==> config.mk <==
export PLATFORM = sky130hd
export DESIGN_NAME = ladder_button_press_hold_decoder
export DESIGN_NICKNAME = d
export VERILOG_FILES = /design/src/rtl/lbd_pkg.sv /design/src/rtl/lbd_button.sv /design/src/rtl/ladder_button_press_hold_decoder.sv
export SDC_FILE = /design/constraint.sdc
export NUM_CORES = 1
export LEC_CHECK = 0
export BUFFER_PORTS_ARGS = -buffer_cell sky130_fd_sc_hd__buf_2
export CAP_MARGIN = 0
export CELL_PAD_IN_SITES_DETAIL_PLACEMENT = 0
export CELL_PAD_IN_SITES_GLOBAL_PLACEMENT = 1
export CORE_MARGIN = 2
export CORE_UTILIZATION = 28
export DETAILED_ROUTE_END_ITERATION = 6
export PLACE_DENSITY_LB_ADDON = 0.1
export SYNTH_ARGS = -nofsm -noshare
export SYNTH_HDL_FRONTEND = slang
export SYNTH_SLANG_ARGS = --single-unit
export TNS_END_PERCENT = 100
==> constraint.sdc <==
create_clock -name clk -period 7.7 [get_ports clk]
set_input_delay 1.54 -clock clk [delete_from_list [all_inputs] [get_ports clk]]
set_output_delay 1.54 -clock clk [all_outputs]
set_load 0.03 [all_outputs]
==> src/rtl/lbd_pkg.sv <==
// ---------------------------------------------------------------------------
// lbd_pkg
// Shared codes, voltage windows and types for the ladder button decoder.
// ---------------------------------------------------------------------------
package lbd_pkg;

  // input word kinds, carried on in_tuser
  localparam logic [1:0] CMD_TICK     = 2'd0;
  localparam logic [1:0] CMD_MAIN     = 2'd1;
  localparam logic [1:0] CMD_SELECTOR = 2'd2;

  // configuration register indexes
  localparam int unsigned CFG_INDEX_W = 2;
  localparam logic [CFG_INDEX_W-1:0] REG_PRESS_TICKS = 2'd0;
  localparam logic [CFG_INDEX_W-1:0] REG_HOLD_TICKS  = 2'd1;

  localparam int unsigned LIMIT_W = 16;
  localparam logic [LIMIT_W-1:0] PRESS_TICKS_RST = 16'd5;
  localparam logic [LIMIT_W-1:0] HOLD_TICKS_RST  = 16'd100;

  // button slots, in output flag order
  localparam int unsigned NUM_BUTTONS  = 5;
  localparam int unsigned BTN_DIRECT   = 0;
  localparam int unsigned BTN_SPK_A    = 1;
  localparam int unsigned BTN_SPK_B    = 2;
  localparam int unsigned BTN_LOUD     = 3;
  localparam int unsigned BTN_SELECTOR = 4;

  // ladder voltage windows, exclusive bounds
  localparam logic [7:0] WIN_DIRECT_HI = 8'd10;
  localparam logic [7:0] WIN_SPK_A_LO  = 8'd32;
  localparam logic [7:0] WIN_SPK_A_HI  = 8'd52;
  localparam logic [7:0] WIN_SPK_B_LO  = 8'd91;
  localparam logic [7:0] WIN_SPK_B_HI  = 8'd121;
  localparam logic [7:0] WIN_LOUD_LO   = 8'd141;
  localparam logic [7:0] WIN_LOUD_HI   = 8'd161;
  localparam logic [7:0] WIN_SEL_HI    = 8'd10;

  // per-button control from the decode stage
  typedef struct packed {
    logic step;       // a powered sample for this button's group is applied
    logic in_window;  // reading falls inside this button's window
  } btn_ctrl_t;

endpackage

==> src/rtl/lbd_button.sv <==
// ---------------------------------------------------------------------------
// lbd_button
// Phase tracker for one ladder button: released, triggered, pressed, hold.
// ---------------------------------------------------------------------------
module lbd_button #(
  parameter int unsigned TIMER_WIDTH = 32
) (
  input  logic                          clk,
  input  logic                          rst_n,
  input  lbd_pkg::btn_ctrl_t            ctrl,
  input  logic [TIMER_WIDTH-1:0]        tick_count,
  input  logic [lbd_pkg::LIMIT_W-1:0]   press_ticks,
  input  logic [lbd_pkg::LIMIT_W-1:0]   hold_ticks,
  output logic                          release_evt
);
  import lbd_pkg::*;

  localparam int unsigned CMP_W = (TIMER_WIDTH > LIMIT_W) ? TIMER_WIDTH : LIMIT_W;

  typedef enum logic [1:0] {
    PH_RELEASED,
    PH_TRIGGERED,
    PH_PRESSED,
    PH_HOLD
  } phase_t;

  phase_t                 phase_r, phase_nxt;
  logic [TIMER_WIDTH-1:0] stamp_r, stamp_nxt;
  logic [TIMER_WIDTH-1:0] diff;
  logic [TIMER_WIDTH-1:0] mag;
  logic                   press_reached;
  logic                   hold_reached;

  // magnitude of the wrapped time since trigger
  assign diff = tick_count - stamp_r;
  assign mag  = diff[TIMER_WIDTH-1] ? (~diff + 1'b1) : diff;
  assign press_reached = CMP_W'(mag) >= CMP_W'(press_ticks);
  assign hold_reached  = CMP_W'(mag) >= CMP_W'(hold_ticks);

  // phase step for one sample
  always_comb begin
    phase_nxt   = phase_r;
    stamp_nxt   = stamp_r;
    release_evt = 1'b0;
    if (ctrl.step) begin
      if (ctrl.in_window) begin
        case (phase_r)
          PH_RELEASED: begin
            phase_nxt = PH_TRIGGERED;
            stamp_nxt = tick_count;
          end
          PH_TRIGGERED: begin
            if (press_reached) phase_nxt = PH_PRESSED;
          end
          PH_PRESSED: begin
            if (hold_reached) phase_nxt = PH_HOLD;
          end
          default: begin
            phase_nxt = phase_r;
          end
        endcase
      end else begin
        release_evt = (phase_r == PH_PRESSED);
        phase_nxt   = PH_RELEASED;
      end
    end
  end

  // phase and stamp
  always_ff @(posedge clk) begin
    if (!rst_n) begin
      phase_r <= PH_RELEASED;
    end else begin
      phase_r <= phase_nxt;
    end
    stamp_r <= stamp_nxt;
  end

endmodule

==> src/rtl/ladder_button_press_hold_decoder.sv <==
// ---------------------------------------------------------------------------
// ladder_button_press_hold_decoder
// Press/hold decoder for two resistor-ladder button groups.
// ---------------------------------------------------------------------------
// Usage:
//   in_*  : one word per tick or ADC sample; in_tuser is the kind (tick,
//           main group sample, selector sample), in_tdata the reading and
//           the power flag. Samples with power off change nothing.
//   out_* : one word per input word, five toggle flags, set when a button
//           leaves the pressed phase on that word.
//   cfg_* : writes press_ticks (index 0) and hold_ticks (index 1); always
//           ready, to be used only while no words are in flight.
// out_tvalid rises after input accept once the word has passed an input register,
// then the window compares, elapsed-time magnitude and phase update in one
// pass into the output register. One word is taken every cycle while the
// output is not stalled.
// When the receiver stalls, the output register holds its word and the input
// register takes one more; in_tready then drops until out_tready returns.
// Reset (rst_n low, synchronous) clears both stages, the tick counter and all
// button phases, and restores press_ticks = 5 and hold_ticks = 100.
// ---------------------------------------------------------------------------
module ladder_button_press_hold_decoder #(
  parameter int unsigned TIMER_WIDTH = 32
) (
  input  logic                              clk,
  input  logic                              rst_n,
  // input stream
  input  logic                              in_tvalid,
  output logic                              in_tready,
  input  logic [15:0]                       in_tdata,   // [7:0] adc_value, [8] power_on
  input  logic [1:0]                        in_tuser,   // [1:0] command
  // result stream
  output logic                              out_tvalid,
  input  logic                              out_tready,
  output logic [7:0]                        out_tdata,  // [0] toggle_direct,
                                                        // [1] toggle_speakers_a,
                                                        // [2] toggle_speakers_b,
                                                        // [3] toggle_loudness,
                                                        // [4] toggle_mute
  // configuration writes
  input  logic                              cfg_valid,
  output logic                              cfg_ready,
  input  logic [lbd_pkg::CFG_INDEX_W-1:0]   cfg_index,
  input  logic [lbd_pkg::LIMIT_W-1:0]       cfg_data
);
  import lbd_pkg::*;

  logic                   s1_valid_r;
  logic [1:0]             s1_cmd_r;
  logic [7:0]             s1_adc_r;
  logic                   s1_power_r;
  logic                   s1_adv;
  logic                   out_valid_r;
  logic [NUM_BUTTONS-1:0] out_flags_r;
  logic [NUM_BUTTONS-1:0] flags;
  logic [NUM_BUTTONS-1:0] in_win;
  logic                   main_step;
  logic                   sel_step;
  logic [TIMER_WIDTH-1:0] tick_count_r;
  logic [LIMIT_W-1:0]     press_ticks_r;
  logic [LIMIT_W-1:0]     hold_ticks_r;
  btn_ctrl_t              btn_ctrl [NUM_BUTTONS];

  // handshake: stage 1 moves on when the output register is free or drains
  assign s1_adv    = s1_valid_r && (!out_valid_r || out_tready);
  assign in_tready = !s1_valid_r || s1_adv;
  assign cfg_ready = 1'b1;

  assign out_tvalid = out_valid_r;
  assign out_tdata  = {3'b000, out_flags_r};

  // input register
  always_ff @(posedge clk) begin
    if (!rst_n) begin
      s1_valid_r <= 1'b0;
    end else if (in_tready) begin
      s1_valid_r <= in_tvalid;
    end
    if (in_tvalid && in_tready) begin
      s1_cmd_r   <= in_tuser;
      s1_adc_r   <= in_tdata[7:0];
      s1_power_r <= in_tdata[8];
    end
  end

  // configuration registers
  always_ff @(posedge clk) begin
    if (!rst_n) begin
      press_ticks_r <= PRESS_TICKS_RST;
      hold_ticks_r  <= HOLD_TICKS_RST;
    end else if (cfg_valid && cfg_ready) begin
      case (cfg_index)
        REG_PRESS_TICKS: press_ticks_r <= cfg_data;
        REG_HOLD_TICKS:  hold_ticks_r  <= cfg_data;
        default: begin
        end
      endcase
    end
  end

  // tick counter, wraps
  always_ff @(posedge clk) begin
    if (!rst_n) begin
      tick_count_r <= '0;
    end else if (s1_adv && s1_cmd_r == CMD_TICK) begin
      tick_count_r <= tick_count_r + 1'b1;
    end
  end

  // window decode
  assign in_win[BTN_DIRECT]   = s1_adc_r < WIN_DIRECT_HI;
  assign in_win[BTN_SPK_A]    = (s1_adc_r > WIN_SPK_A_LO) && (s1_adc_r < WIN_SPK_A_HI);
  assign in_win[BTN_SPK_B]    = (s1_adc_r > WIN_SPK_B_LO) && (s1_adc_r < WIN_SPK_B_HI);
  assign in_win[BTN_LOUD]     = (s1_adc_r > WIN_LOUD_LO) && (s1_adc_r < WIN_LOUD_HI);
  assign in_win[BTN_SELECTOR] = s1_adc_r < WIN_SEL_HI;

  assign main_step = s1_adv && s1_power_r && (s1_cmd_r == CMD_MAIN);
  assign sel_step  = s1_adv && s1_power_r && (s1_cmd_r == CMD_SELECTOR);

  // one phase tracker per button
  for (genvar b = 0; b < NUM_BUTTONS; b++) begin : g_btn
    assign btn_ctrl[b].step      = (b == BTN_SELECTOR) ? sel_step : main_step;
    assign btn_ctrl[b].in_window = in_win[b];

    lbd_button #(
      .TIMER_WIDTH (TIMER_WIDTH)
    ) u_button (
      .clk         (clk),
      .rst_n       (rst_n),
      .ctrl        (btn_ctrl[b]),
      .tick_count  (tick_count_r),
      .press_ticks (press_ticks_r),
      .hold_ticks  (hold_ticks_r),
      .release_evt (flags[b])
    );
  end

  // output register
  always_ff @(posedge clk) begin
    if (!rst_n) begin
      out_valid_r <= 1'b0;
    end else if (s1_adv) begin
      out_valid_r <= 1'b1;
    end else if (out_tready) begin
      out_valid_r <= 1'b0;
    end
    if (s1_adv) begin
      out_flags_r <= flags;
    end
  end

  // checks
  a_groups_exclusive: assert property (@(posedge clk) disable iff (!rst_n)
    out_valid_r |-> !(out_flags_r[BTN_SELECTOR] && (|out_flags_r[BTN_LOUD:BTN_DIRECT])))
    else $error("main and selector flags in one word");

  a_tick_advance: assert property (@(posedge clk) disable iff (!rst_n)
    (s1_adv && s1_cmd_r == CMD_TICK) |=>
      (tick_count_r == TIMER_WIDTH'($past(tick_count_r) + 1'b1)))
    else $error("tick counter did not advance by one");

  a_idle_word_clear: assert property (@(posedge clk) disable iff (!rst_n)
    (s1_adv && !(s1_power_r && (s1_cmd_r == CMD_MAIN || s1_cmd_r == CMD_SELECTOR)))
      |=> (out_flags_r == '0))
    else $error("flag set on a tick or unpowered word");

  a_stall_holds_stage: assert property (@(posedge clk) disable iff (!rst_n)
    !in_tready |-> (s1_valid_r && out_valid_r && !out_tready))
    else $error("input blocked without a stalled output");

endmodule
## Word-level counts from Yosys, hierarchy flattened

Index checks and enable logic that the tools add are counted.

| storage, ports and cells | value |
|---|---|
| bits of input ports | 41 |
| word-level logic and storage cells | 151 |
| register bits | 252 |

| cells by class | value |
|---|---|
| equality and inequality tests | 28 |
| add/sub/neg operators | 11 |
| mux-type cells | 27 |
| order comparisons | 17 |
| reduce and logical (&&, ||, !) cells | 38 |
| bitwise operators | 7 |

Operators with widths:

| operator | count |
|---|---|
| 32-bit by 16-bit >= comparator with 1-bit output | 10 |
| 32-bit by 1-bit adder with 32-bit output (second input constant) | 6 |
| 32-bit 2-to-1 mux | 5 |
| 32-bit NOT | 5 |
| 32-bit subtractor | 5 |
| 2-bit 2-to-1 mux | 15 |
| 3-bit by 2-bit != test with 1-bit output (second input constant) | 10 |
| 2-bit case mux with 3 select lines | 5 |
| 4-bit by 1-bit != test with 1-bit output (second input constant) | 5 |
| 4-bit AND reduction | 5 |
| 3-bit AND reduction | 5 |
| 2-bit by 1-bit == test with 1-bit output (second input constant) | 7 |
| 2-bit logical NOT | 7 |
| 2-bit == test (second input constant) | 6 |
| 2-bit OR reduction | 5 |
| 1-bit logical AND | 9 |
| 8-bit by 6-bit > comparator with 1-bit output (second input constant) | 1 |
| 8-bit by 7-bit > comparator with 1-bit output (second input constant) | 1 |
| 8-bit > comparator (second input constant) | 1 |
| 8-bit by 4-bit less-than comparator with 1-bit output (second input constant) | 1 |
| 8-bit by 6-bit less-than comparator with 1-bit output (second input constant) | 1 |
| 8-bit by 7-bit less-than comparator with 1-bit output (second input constant) | 1 |
| 8-bit less-than comparator (second input constant) | 1 |
| 2-bit AND reduction | 2 |
| other kinds (5) | 9 |

## Depth between registers and ports, before layout

Gate-level depths: netlist of run 1.

| depth | value |
|---|---|
| depth after elaboration | 8 |
| mapped depth | 27 |
| depth with buffers taken out | 25 |

## Cells and area by module

A second synthesis of run 1 with hierarchy kept.

| second synthesis, totals | value |
|---|---|
| cells, all modules | 3559 |
| area total of the unflattened synthesis | 28607.4 um^2 |

By module, submodules not included:

| module | instances | area each (um^2) | cells an instance |
|---|---|---|---|
| lbd_button at g_btn[0].u_button ... | 4 | 5046.1 | 636 |
| lbd_button at g_btn[2].u_button | 1 | 5121.2 | 641 |
| ladder_button_press_hold_decoder | 1 | 3301.9 | 374 |

## Least setup slack after synthesis of run 1

OpenSTA, ideal clock, no wires.

| timing | value |
|---|---|
| path kind | register to register |
| start | register tick_count_r[4] |
| end | register g_btn[2].u_button.phase_r[0] |
| arrival time | 5.891 ns |
| path slack | 1.738 ns |
| period minus slack after synthesis | 5.962 ns |
| setup time | 0.072 ns |
| required time | 7.628 ns |
| stages on the path, launching flop included | 26 |
| path buffers | 2 |
| cells stage by stage | dfxtp_1 ha_1 clkbuf_1 or2_2 a31oi_1 a211oi_1 or3_1 a31oi_1 o41ai_1 xnor2_1 clkbuf_1 nand2_1 o21ai_0 ha_1 a21o_1 a21o_1 a21o_1 a2111oi_0 o311a_1 o21ai_0 a21boi_0 o211ai_1 a2111oi_0 nand4_1 o31ai_1 mux2i_1 |

| on the way | value |
|---|---|
| word-level cells in the longest chain between the ends | 7 |

RTL lines:

| element | RTL line | source |
|---|---|---|
| start: declaration | ladder_button_press_hold_decoder.sv:59 | `logic [TIMER_WIDTH-1:0] tick_count_r;` |
| start signal: assignment | ladder_button_press_hold_decoder.sv:106 | `tick_count_r <= tick_count_r + 1'b1;` |
| 32-bit subtractor * | lbd_button.sv:35 | `assign diff = tick_count - stamp_r;` |
| 32-bit NOT | lbd_button.sv:36 | `assign mag = diff[TIMER_WIDTH-1] ? (~diff + 1'b1) : diff;` |
| 32-bit by 1-bit adder with 32-bit output | lbd_button.sv:36 |  |
| 32-bit 2-to-1 mux * | lbd_button.sv:36 |  |
| 32-bit by 16-bit >= comparator with 1-bit output, on equally long branches | lbd_button.sv:38, lbd_button.sv:37 |  |
| 3-bit by 2-bit != test with 1-bit output (no source line) | -- |  |
| 4-bit AND reduction (no source line) * | -- |  |
| end signal: assignment | lbd_button.sv:74 | `phase_r <= phase_nxt;` |
| end: declaration | lbd_button.sv:27 | `phase_t phase_r, phase_nxt;` |

Every way passes the cells marked *; elsewhere a longest branch is shown, timed or not.
A chain may end at the register's enable or synchronous reset.

## Final worst setup path of run 1

| timing | value |
|---|---|
| start | register tick_count_r[6] |
| end | register g_btn[4].u_button.phase_r[1] |

| on the way | value |
|---|---|
| word-level cells in the longest chain between the ends | 7 |

RTL lines:

| element | RTL line |
|---|---|
| 32-bit subtractor * | lbd_button.sv:35 |
| 32-bit NOT | lbd_button.sv:36 |
| 32-bit by 1-bit adder with 32-bit output | lbd_button.sv:36 |
| 32-bit 2-to-1 mux * | lbd_button.sv:36 |
| 32-bit by 16-bit >= comparator with 1-bit output, on equally long branches | lbd_button.sv:38, lbd_button.sv:37 |
| 3-bit by 2-bit != test with 1-bit output (no source line) | -- |
| 4-bit AND reduction (no source line) * | -- |
| end signal: assignment | lbd_button.sv:74 |
| end: declaration | lbd_button.sv:27 |

Marks and branches as above.

==> results of run 1 <==
-- metrics by stage --
stage	setup slack [ps]	instance area, µm²	util (%)	instances
2_1_floorplan	1740	27000	-	3311
3_3_place_gp	684	29000	30.4	4578
3_5_place_dp	648	29000	30.4	4578
4_1_cts	606	30200	31.7	4646
5_1_grt	79.5	30200	31.7	4646
6_report	622	30200	31.7	4647
-- power by group through the flow --
stage | clock [W] | combinational (W) | sequential (W)
finish | 0.00181 | 0.000190 | 0.00146
global route | 0.00192 | 0.000212 | 0.00146
CTS | 0.00188 | 0.000192 | 0.00146
detailed placement | 0 | 0.000191 | 0.00149
global placement | 0 | 0.000188 | 0.00148
floorplan | 0 | 0.000114 | 0.00148
-- layout by cell type (no fill, tap or decap), drive strengths merged, types with 73 or more instances in the layout --
cell and count:
ha 340, nand2 304, a21oi 287, inv 253, nor2 224, o21ai 186
edfxtp 176, a21o 125, xnor2 119, buf 114, xor2 87, dfxtp 76
nand3 74, nor3 73
-- layout make-up --
type                            count  area [µm²]  area share, %
Timing Repair Buffer              114         768           2.54
Clock inverter                     17         185          0.613
Tap cell                         1265        1580           5.24
Multi-Input combinational cell   2697       18900           62.4
Antenna cell                        1        2.50        0.00828
Clock buffer                       51        1080           3.58
Sequential cell                   252        6810           22.5
Inverter                          250         940           3.11
-- layer usage --
metal | part of all wire, % | global-route usage (%) | vias up | wire length, µm
li1 | - | - | 12500 | -
met1 | 49 | 29.5 | 12300 | 51500
met2 | 43 | 32.6 | 547 | 45400
met3 | 3.7 | 2.07 | 104 | 3880
met4 | 3.9 | 8.06 | 0 | 4080
met5 | 0 | 0 | - | 0
-- flip-flops by register name, indices dropped and copies added, names as in the netlist --
| signal | count |
|---|---|
| g_btn.u_button.phase_r | 10 |
| g_btn.u_button.stamp_r | 160 |
| hold_ticks_r | 16 |
| out_flags_r | 5 |
| out_tvalid | 1 |
| press_ticks_r | 16 |
| s1_adc_r | 8 |
| s1_cmd_r | 2 |
| s1_power_r | 1 |
| s1_valid_r | 1 |
| tick_count_r | 32 |
-- worst paths after layout --
check,start,slack (ps),to,cells past startpoint
min reg2reg,hold_ticks_r[13]$_SDFFE_PN0P_,450,hold_ticks_r[13]$_SDFFE_PN0P_,2
max reg2reg,tick_count_r[6]$_SDFFE_PN0P_,620,g_btn[4].u_button.phase_r[1]$_SDFFE_PN0P_,22
min,hold_ticks_r[13]$_SDFFE_PN0P_,450,hold_ticks_r[13]$_SDFFE_PN0P_,2
max,tick_count_r[6]$_SDFFE_PN0P_,620,g_btn[4].u_button.phase_r[1]$_SDFFE_PN0P_,22
-- worst max-delay path: cells and delay by family (launching register included) --
| family | cells | cell delay [ps] |
|---|---|---|
| AND/OR/NAND/NOR | 4 | 550 |
| XOR/XNOR | 1 | 620 |
| adder cells (fa/ha/maj) | 2 | 830 |
| flip-flops | 1 | 690 |
| multiplexers | 2 | 620 |
| buffers and inverters | 2 | 540 |
| AO/OA/AOI/OAI | 11 | 3150 |
-- kinds of logic after synthesis --
kind of cell / after synthesis / synth area share [%]
xor+xnor: 206 / 6.71
other cells: 2 / 0.0278
mux: 27 / 1.04
simple gates: 1096 / 20.8
fa+ha+maj: 345 / 16.1
buf+inv: 362 / 5.11
flops: 252 / 25.2
compound gates: 1019 / 25.0
==> report_table.html, run 1 <==
<table>
<tr><th>Metric</th><th>Value</th></tr>
<tr><th colspan="2">Run status</th></tr>
<tr><td>Result of the run</td><td>finished, final reports clean</td></tr>
<tr><th colspan="2">GRT</th></tr>
<tr><td>Antenna violations before repair</td><td>5</td></tr>
<tr><td>Gr usage total</td><td>20.9%</td></tr>
<tr><td>First-pass GRT wire length</td><td>156000 µm</td></tr>
<tr><td>Vias in the first global route</td><td>about 25000</td></tr>
<tr><td>Largest net degree at the start of global routing</td><td>37</td></tr>
<tr><td>Final global-route overflow total</td><td>0</td></tr>
<tr><th colspan="2">Cells and area</th></tr>
<tr><td>Area growth from synthesis to final layout</td><td>11.9%</td></tr>
<tr><td>Total Nets Final</td><td>between 3000 and 4000</td></tr>
<tr><td>Share of final-layout standard cells stronger than drive strength 1</td><td>7.04%</td></tr>
<tr><td>Total of fill cells in the finished design</td><td>10200</td></tr>
<tr><th colspan="2">Route</th></tr>
<tr><td>Mean number of vias per cell</td><td>5.47</td></tr>
<tr><td>Post-detailed-routing wire length</td><td>105000 µm</td></tr>
<tr><td>Residual DRC</td><td>0</td></tr>
<tr><td>First drt pass iteration count</td><td>6</td></tr>
<tr><td>Via count of the routed design</td><td>25400</td></tr>
<tr><td>First-iteration detailed-routing DRC count</td><td>approximately 2000</td></tr>
<tr><td>Wire length per cell after detailed routing</td><td>22.6 µm</td></tr>
<tr><td>ANT nets after route</td><td>0</td></tr>
<tr><th colspan="2">Yosys</th></tr>
<tr><td>Post-synth top area cell</td><td>sky130_fd_sc_hd__edfxtp_1</td></tr>
<tr><td>Post-synthesis instance area</td><td>around 27000 µm²</td></tr>
<tr><td>Synth top area share</td><td>around 20%</td></tr>
<tr><td>Prevailing post-synth register cell</td><td>sky130_fd_sc_hd__edfxtp_1</td></tr>
<tr><td>Post-Synthesis Cells</td><td>between 3000 and 4000</td></tr>
<tr><td>Most numerous cell in the Yosys netlist</td><td>sky130_fd_sc_hd__ha_1</td></tr>
<tr><td>Post-synth EDFFs</td><td>176</td></tr>
<tr><td>Count of state elements after synthesis</td><td>about 250</td></tr>
<tr><td>Top area cells in the synthesized netlist</td><td>sky130_fd_sc_hd__edfxtp_1 20%, sky130_fd_sc_hd__ha_1 16%, sky130_fd_sc_hd__dfxtp_1 5.6%</td></tr>
<tr><td>Number of different library cells in the post-synthesis netlist</td><td>96</td></tr>
<tr><td>Top cells by count, synth</td><td>340 x sky130_fd_sc_hd__ha_1, 304 x sky130_fd_sc_hd__nand2_1, 286 x sky130_fd_sc_hd__a21oi_1</td></tr>
<tr><td>Share of synthesized registers carrying an async set or reset</td><td>0%</td></tr>
<tr><td>Post-Synthesis Mean Instance Area</td><td>between 8 and 9 µm²</td></tr>
<tr><td>Synthesis warning total</td><td>0</td></tr>
<tr><td>Sequential cell area fraction in the yosys report</td><td>25.2%</td></tr>
<tr><th colspan="2">Critical path</th></tr>
<tr><td>Required time worst endpoint</td><td>8240 ps</td></tr>
<tr><td>Highest net fanout along the worst path</td><td>12</td></tr>
<tr><td>Cell with the largest stage delay on the worst path</td><td>sky130_fd_sc_hd__dfxtp_1</td></tr>
<tr><td>Worst path arrival time</td><td>7620 ps</td></tr>
<tr><td>Startpoint Class</td><td>flop</td></tr>
<tr><td>Kind of critical path</td><td>flop to flop</td></tr>
<tr><td>Type of destination of the critical path</td><td>flop</td></tr>
<tr><td>Slowest stage delay, CP</td><td>between 600 and 700 ps</td></tr>
<tr><td>Critical path, cell by cell</td><td>ha_1, a211o_1, nor2_2, a211oi_1, buf_4, o21ai_0, a41oi_1, mux2i_1, o311ai_2, buf_4, nand2b_1, xnor2_1, ha_1, a21o_1, a21oi_1, nand4b_1, o22ai_1, o2111ai_1, nor4_1, o2111ai_1, mux2_2, a21oi_2</td></tr>
<tr><th colspan="2">Hold path</th></tr>
<tr><td>Tightest Hold Check Type</td><td>flop to flop</td></tr>
<tr><th colspan="2">STA</th></tr>
<tr><td>Sum of negative setup slack</td><td>0 ps</td></tr>
<tr><td>Final worst path period need</td><td>7080 ps</td></tr>
<tr><td>Hold violation total from the final report</td><td>0</td></tr>
<tr><td>Final Max Slew Viols</td><td>0</td></tr>
<tr><td>Crit share post-route</td><td>91.9%</td></tr>
<tr><td>Final setup violation count</td><td>0</td></tr>
<tr><td>Least-Margin Pin Slew</td><td>1270 ps</td></tr>
<tr><td>Setup repair after global routing missed its margin</td><td>false</td></tr>
<tr><td>Final-layout worst hold slack</td><td>455 ps</td></tr>
<tr><td>Worst rel slew slack</td><td>13.3%</td></tr>
<tr><td>Fmax</td><td>0.141 GHz</td></tr>
<tr><td>Setup Skew</td><td>36.9 ps</td></tr>
<tr><th colspan="2">Clock network</th></tr>
<tr><td>Cells resized by post-CTS repair</td><td>0</td></tr>
<tr><td>Worst skew pair latency</td><td>600 ps</td></tr>
<tr><td>Post-CTS Hold Buffers</td><td>0</td></tr>
<tr><td>Num CTS Buffers</td><td>37</td></tr>
<tr><td>Library cell used as clock root buffer</td><td>sky130_fd_sc_hd__clkbuf_16</td></tr>
<tr><td>Number of levels the H-tree was split into</td><td>2</td></tr>
<tr><td>Number of buffers on the longest clock path</td><td>3</td></tr>
<tr><td>Post-CTS setup buffer count</td><td>0</td></tr>
<tr><td>TritonCTS clock tree</td><td>yes</td></tr>
<tr><td>Clock Sinks</td><td>~250</td></tr>
<tr><td>Clock slew seen by the registers of the worst setup and hold paths</td><td>60 ps</td></tr>
<tr><th colspan="2">Pwr</th></tr>
<tr><td>Clock share of power</td><td>52.4%</td></tr>
<tr><td>Switching power as a share of total power</td><td>roughly 25%</td></tr>
<tr><td>Power share of the sequential group</td><td>42.1%</td></tr>
<tr><td>Cell leakage power</td><td>13.4 nW</td></tr>
<tr><td>Overall power</td><td>0.00346 W</td></tr>
<tr><td>Relative contribution of combinational cells to total power</td><td>5.5%</td></tr>
<tr><td>Largest vdd supply drop</td><td>0.000126 V</td></tr>
<tr><td>Switching power</td><td>0.000856 W</td></tr>
<tr><td>Int Power</td><td>0.00260 W</td></tr>
<tr><td>Power density cells</td><td>approximately 110 nW/µm²</td></tr>
<tr><th colspan="2">Floorplan</th></tr>
<tr><td>Die footprint</td><td>roughly 100000 µm²</td></tr>
<tr><td>Initial Utilization</td><td>28.3%</td></tr>
<tr><td>Die boundary height</td><td>about 310 µm</td></tr>
<tr><td>Number of top-level pins</td><td>52</td></tr>
<tr><td>Standard cell core area</td><td>95300 µm²</td></tr>
<tr><td>Number of placement rows</td><td>113</td></tr>
<tr><td>Die X</td><td>315 µm</td></tr>
<tr><th colspan="2">Placement</th></tr>
<tr><td>RD Place Congestion</td><td>0.874</td></tr>
<tr><td>Port-buffer cells</td><td>40</td></tr>
<tr><td>HPWL after detailed placement</td><td>82400 µm</td></tr>
<tr><th colspan="2">Job</th></tr>
<tr><td>Count of maximum capacitance violations</td><td>0</td></tr>
</table>
No activity file was read; power rests on OpenSTA's default activity.
==> run 2, diff against run 1 <==
clock period = 8.4 ns   (was 7.7 ns; I/O delays follow)
==> report_table.html, run 2 (synthesized netlist as in run 1, its figures left out) <==
<table>
<tr><th>Metric</th><th>Value</th></tr>
<tr><th colspan="2">Route</th></tr>
<tr><td>First-iteration detailed-routing DRC count</td><td>2047</td></tr>
<tr><td>ANT nets after route</td><td>0</td></tr>
<tr><td>Via count of the routed design</td><td>25500</td></tr>
<tr><td>Residual DRC</td><td>0</td></tr>
<tr><td>First drt pass iteration count</td><td>6</td></tr>
<tr><td>Wire length per cell after detailed routing</td><td>approximately 23 µm</td></tr>
<tr><td>Post-detailed-routing wire length</td><td>104000 µm</td></tr>
<tr><td>Mean number of vias per cell</td><td>5.49</td></tr>
<tr><th colspan="2">Cells and area</th></tr>
<tr><td>Top register by number of flip-flops</td><td>g_btn.u_button.stamp_r</td></tr>
<tr><td>Final standard cell utilization of the core</td><td>31.7%</td></tr>
<tr><td>Leading cell types in the layout, fill and taps excluded</td><td>340 x sky130_fd_sc_hd__ha_1, 304 x sky130_fd_sc_hd__nand2_1, 286 x sky130_fd_sc_hd__a21oi_1</td></tr>
<tr><td>Regs by FF count</td><td>g_btn.u_button.stamp_r (160), tick_count_r (32)</td></tr>
<tr><td>Area growth from synthesis to final layout</td><td>11.8%</td></tr>
<tr><td>Share of final-layout standard cells stronger than drive strength 1</td><td>6.94%</td></tr>
<tr><td>Number of cells in the finished layout apart from fillers</td><td>4639</td></tr>
<tr><td>Max reg flops</td><td>160</td></tr>
<tr><td>Total of fill cells in the finished design</td><td>~10000</td></tr>
<tr><td>Most common cell after layout, fill and taps aside</td><td>sky130_fd_sc_hd__ha_1</td></tr>
<tr><td>Total Nets Final</td><td>between 3000 and 4000</td></tr>
<tr><th colspan="2">Floorplan</th></tr>
<tr><td>Die boundary height</td><td>315 µm</td></tr>
<tr><td>Number of placement rows</td><td>113</td></tr>
<tr><td>Die X</td><td>315 µm</td></tr>
<tr><td>Die footprint</td><td>99000 µm²</td></tr>
<tr><td>Number of top-level pins</td><td>52</td></tr>
<tr><td>Standard cell core area</td><td>roughly 95000 µm²</td></tr>
<tr><td>Initial Utilization</td><td>28.3%</td></tr>
<tr><th colspan="2">Hold path</th></tr>
<tr><td>Hold path startpoint</td><td>hold_ticks_r[7]$_SDFFE_PN0P_</td></tr>
<tr><td>Cell depth of the worst min-delay path</td><td>2</td></tr>
<tr><td>Tightest Hold Check Type</td><td>flop to flop</td></tr>
<tr><td>Worst-case hold path end point</td><td>hold_ticks_r[7]$_SDFFE_PN0P_</td></tr>
<tr><th colspan="2">Clock network</th></tr>
<tr><td>Clock slew seen by the registers of the worst setup and hold paths</td><td>60 ps</td></tr>
<tr><td>Cells resized by post-CTS repair</td><td>0</td></tr>
<tr><td>Clock Sinks</td><td>252</td></tr>
<tr><td>Number of levels the H-tree was split into</td><td>2</td></tr>
<tr><td>Post-CTS setup buffer count</td><td>0</td></tr>
<tr><td>Post-CTS Hold Buffers</td><td>0</td></tr>
<tr><td>Num CTS Buffers</td><td>38</td></tr>
<tr><td>Number of buffers on the longest clock path</td><td>3</td></tr>
<tr><td>Library cell used as clock root buffer</td><td>sky130_fd_sc_hd__clkbuf_16</td></tr>
<tr><td>Worst skew pair latency</td><td>600 ps</td></tr>
<tr><td>TritonCTS clock tree</td><td>yes</td></tr>
<tr><th colspan="2">GRT</th></tr>
<tr><td>Largest net degree at the start of global routing</td><td>37</td></tr>
<tr><td>Gr usage total</td><td>20.7%</td></tr>
<tr><td>Antenna violations before repair</td><td>4</td></tr>
<tr><td>Final global-route overflow total</td><td>0</td></tr>
<tr><td>First-pass GRT wire length</td><td>155000 µm</td></tr>
<tr><td>Vias in the first global route</td><td>24200</td></tr>
<tr><th colspan="2">Job</th></tr>
<tr><td>Count of maximum capacitance violations</td><td>0</td></tr>
<tr><th colspan="2">Pwr</th></tr>
<tr><td>Switching power as a share of total power</td><td>24.5%</td></tr>
<tr><td>Int Power</td><td>0.00244 W</td></tr>
<tr><td>Overall power</td><td>0.00324 W</td></tr>
<tr><td>Power density cells</td><td>107 nW/µm²</td></tr>
<tr><td>Clock share of power</td><td>53.4%</td></tr>
<tr><td>Largest vdd supply drop</td><td>between 0.0001 and 0.00015 V</td></tr>
<tr><td>Switching power</td><td>0.000792 W</td></tr>
<tr><td>Relative contribution of combinational cells to total power</td><td>roughly 5.4%</td></tr>
<tr><td>Power share of the sequential group</td><td>41.3%</td></tr>
<tr><td>Cell leakage power</td><td>13.3 nW</td></tr>
<tr><th colspan="2">Critical path</th></tr>
<tr><td>Worst path top cell family by delay</td><td>compound AO/OA/AOI/OAI gates</td></tr>
<tr><td>Kind of critical path</td><td>flop to flop</td></tr>
<tr><td>Cell with the largest stage delay on the worst path</td><td>sky130_fd_sc_hd__a211oi_1</td></tr>
<tr><td>Worst path arrival time</td><td>8130 ps</td></tr>
<tr><td>Endpoint of the worst register-to-register path</td><td>g_btn[4].u_button.phase_r[1]$_SDFFE_PN0P_</td></tr>
<tr><td>Critical path, cell by cell</td><td>inv_1, ha_1, and4_1, nand2_1, a211oi_1, o21ai_0, a41oi_1, mux2i_1, o311ai_2, buf_4, o21ai_0, ha_1, a21oi_1, nor2b_1, o21ai_0, a21oi_1, o41ai_1, a21oi_1, o22ai_1, o2111ai_1, nor4_1, o2111ai_1, mux2_2, a21oi_2</td></tr>
<tr><td>Slowest stage delay, CP</td><td>850 ps</td></tr>
<tr><td>Setup slack of the worst register-to-register path</td><td>a little under 800 ps</td></tr>
<tr><td>Highest net fanout along the worst path</td><td>14</td></tr>
<tr><td>Instance count on the critical path</td><td>24</td></tr>
<tr><td>Startpoint Class</td><td>flop</td></tr>
<tr><td>Startpoint of the worst register-to-register path</td><td>g_btn[4].u_button.stamp_r[8]$_DFFE_PP_</td></tr>
<tr><td>Critical path buffers and inverters</td><td>2</td></tr>
<tr><td>R2R depth</td><td>24</td></tr>
<tr><td>Required time worst endpoint</td><td>just under 9000 ps</td></tr>
<tr><td>Type of destination of the critical path</td><td>flop</td></tr>
<tr><th colspan="2">Placement</th></tr>
<tr><td>RD Place Congestion</td><td>0.890</td></tr>
<tr><td>HPWL after detailed placement</td><td>80100 µm</td></tr>
<tr><td>Dpl cells</td><td>4569</td></tr>
<tr><td>Port-buffer cells</td><td>40</td></tr>
<tr><th colspan="2">STA</th></tr>
<tr><td>Sum of negative setup slack</td><td>0 ps</td></tr>
<tr><td>Final setup violation count</td><td>0</td></tr>
<tr><td>Final Max Slew Viols</td><td>0</td></tr>
<tr><td>Worst rel slew slack</td><td>27.0%</td></tr>
<tr><td>Fmax</td><td>0.131 GHz</td></tr>
<tr><td>Setup Skew</td><td>22.0 ps</td></tr>
<tr><td>Setup repair after global routing missed its margin</td><td>false</td></tr>
<tr><td>Least-Margin Pin Slew</td><td>1070 ps</td></tr>
<tr><td>Hold violation total from the final report</td><td>0</td></tr>
<tr><td>Final worst path period need</td><td>7610 ps</td></tr>
<tr><td>Crit share post-route</td><td>90.6%</td></tr>
<tr><th colspan="2">Run status</th></tr>
<tr><td>Result of the run</td><td>finished, final reports clean</td></tr>
</table>
run 2: worst reg2reg max path, cell delays in order (launching register included):
cell and delay, ps:
sky130_fd_sc_hd__edfxtp_1 320, sky130_fd_sc_hd__inv_1 40, sky130_fd_sc_hd__ha_1 480, sky130_fd_sc_hd__and4_1 270, sky130_fd_sc_hd__nand2_1 60, sky130_fd_sc_hd__a211oi_1 850, sky130_fd_sc_hd__o21ai_0 370, sky130_fd_sc_hd__a41oi_1 480
sky130_fd_sc_hd__mux2i_1 330, sky130_fd_sc_hd__o311ai_2 390, sky130_fd_sc_hd__buf_4 310, sky130_fd_sc_hd__o21ai_0 270, sky130_fd_sc_hd__ha_1 290, sky130_fd_sc_hd__a21oi_1 160, sky130_fd_sc_hd__nor2b_1 70, sky130_fd_sc_hd__o21ai_0 160
sky130_fd_sc_hd__a21oi_1 100, sky130_fd_sc_hd__o41ai_1 270, sky130_fd_sc_hd__a21oi_1 130, sky130_fd_sc_hd__o22ai_1 560, sky130_fd_sc_hd__o2111ai_1 250, sky130_fd_sc_hd__nor4_1 260, sky130_fd_sc_hd__o2111ai_1 530, sky130_fd_sc_hd__mux2_2 480
sky130_fd_sc_hd__a21oi_2 130
run 2: stage by stage:
stage | hold WS, ps | setup WS, ps | cell area, µm²
6_report | 455 | 791 | 30200
3_3_place_gp | 441 | 1130 | 28900
4_1_cts | 455 | 1070 | 30200
3_5_place_dp | 446 | 1130 | 28900
2_1_floorplan | 436 | 2440 | 27000
5_1_grt | 479 | 489 | 30200
run 2: how the worst max path moves through the flow:
stage | slack (ps) | to | from
after floorplan | 2440 | g_btn[2].u_button.phase_r[0]$_SDFFE_PN0P_ | tick_count_r[4]$_SDFFE_PN0P_
after global placement | 1130 | g_btn[4].u_button.phase_r[1]$_SDFFE_PN0P_ | g_btn[4].u_button.stamp_r[8]$_DFFE_PP_
after detailed placement | 1130 | g_btn[4].u_button.phase_r[1]$_SDFFE_PN0P_ | tick_count_r[0]$_SDFFE_PN0P_
after CTS | 1070 | g_btn[4].u_button.phase_r[1]$_SDFFE_PN0P_ | tick_count_r[0]$_SDFFE_PN0P_
after global routing | 490 | g_btn[4].u_button.phase_r[1]$_SDFFE_PN0P_ | tick_count_r[0]$_SDFFE_PN0P_
final | 790 | g_btn[4].u_button.phase_r[1]$_SDFFE_PN0P_ | g_btn[4].u_button.stamp_r[8]$_DFFE_PP_
run 2: power by group through the flow:
| stage | logic [W] | registers (W) | clock network [W] |
|---|---|---|---|
| detailed placement | 0.000175 | 0.00136 | 0 |
| global route | 0.000194 | 0.00134 | 0.00183 |
| finish | 0.000174 | 0.00134 | 0.00173 |
| global placement | 0.000172 | 0.00136 | 0 |
| floorplan | 0.000104 | 0.00136 | 0 |
| CTS | 0.000176 | 0.00134 | 0.00179 |
run 2: area by class of cell:
class                           instances  area (µm²)  share of cell area [%]
Clock inverter                         23         260                   0.862
Tap cell                             1265        1580                    5.24
Sequential cell                       252        6810                    22.5
Antenna cell                            1        2.50                 0.00828
Multi-Input combinational cell       2697       18900                    62.4
Inverter                              250         940                    3.11
Clock buffer                           46        1060                    3.52
Timing Repair Buffer                  105         688                    2.28
run 2: metal layers:
layer | vias to the layer above | global-route usage [%] | routed length, µm
li1 | 12400 | - | -
met3 | 112 | 2.36 | 4340
met1 | 12300 | 30.2 | 52500
met5 | - | 0 | 0
met2 | 593 | 31.8 | 44900
met4 | 0 | 5.82 | 2740
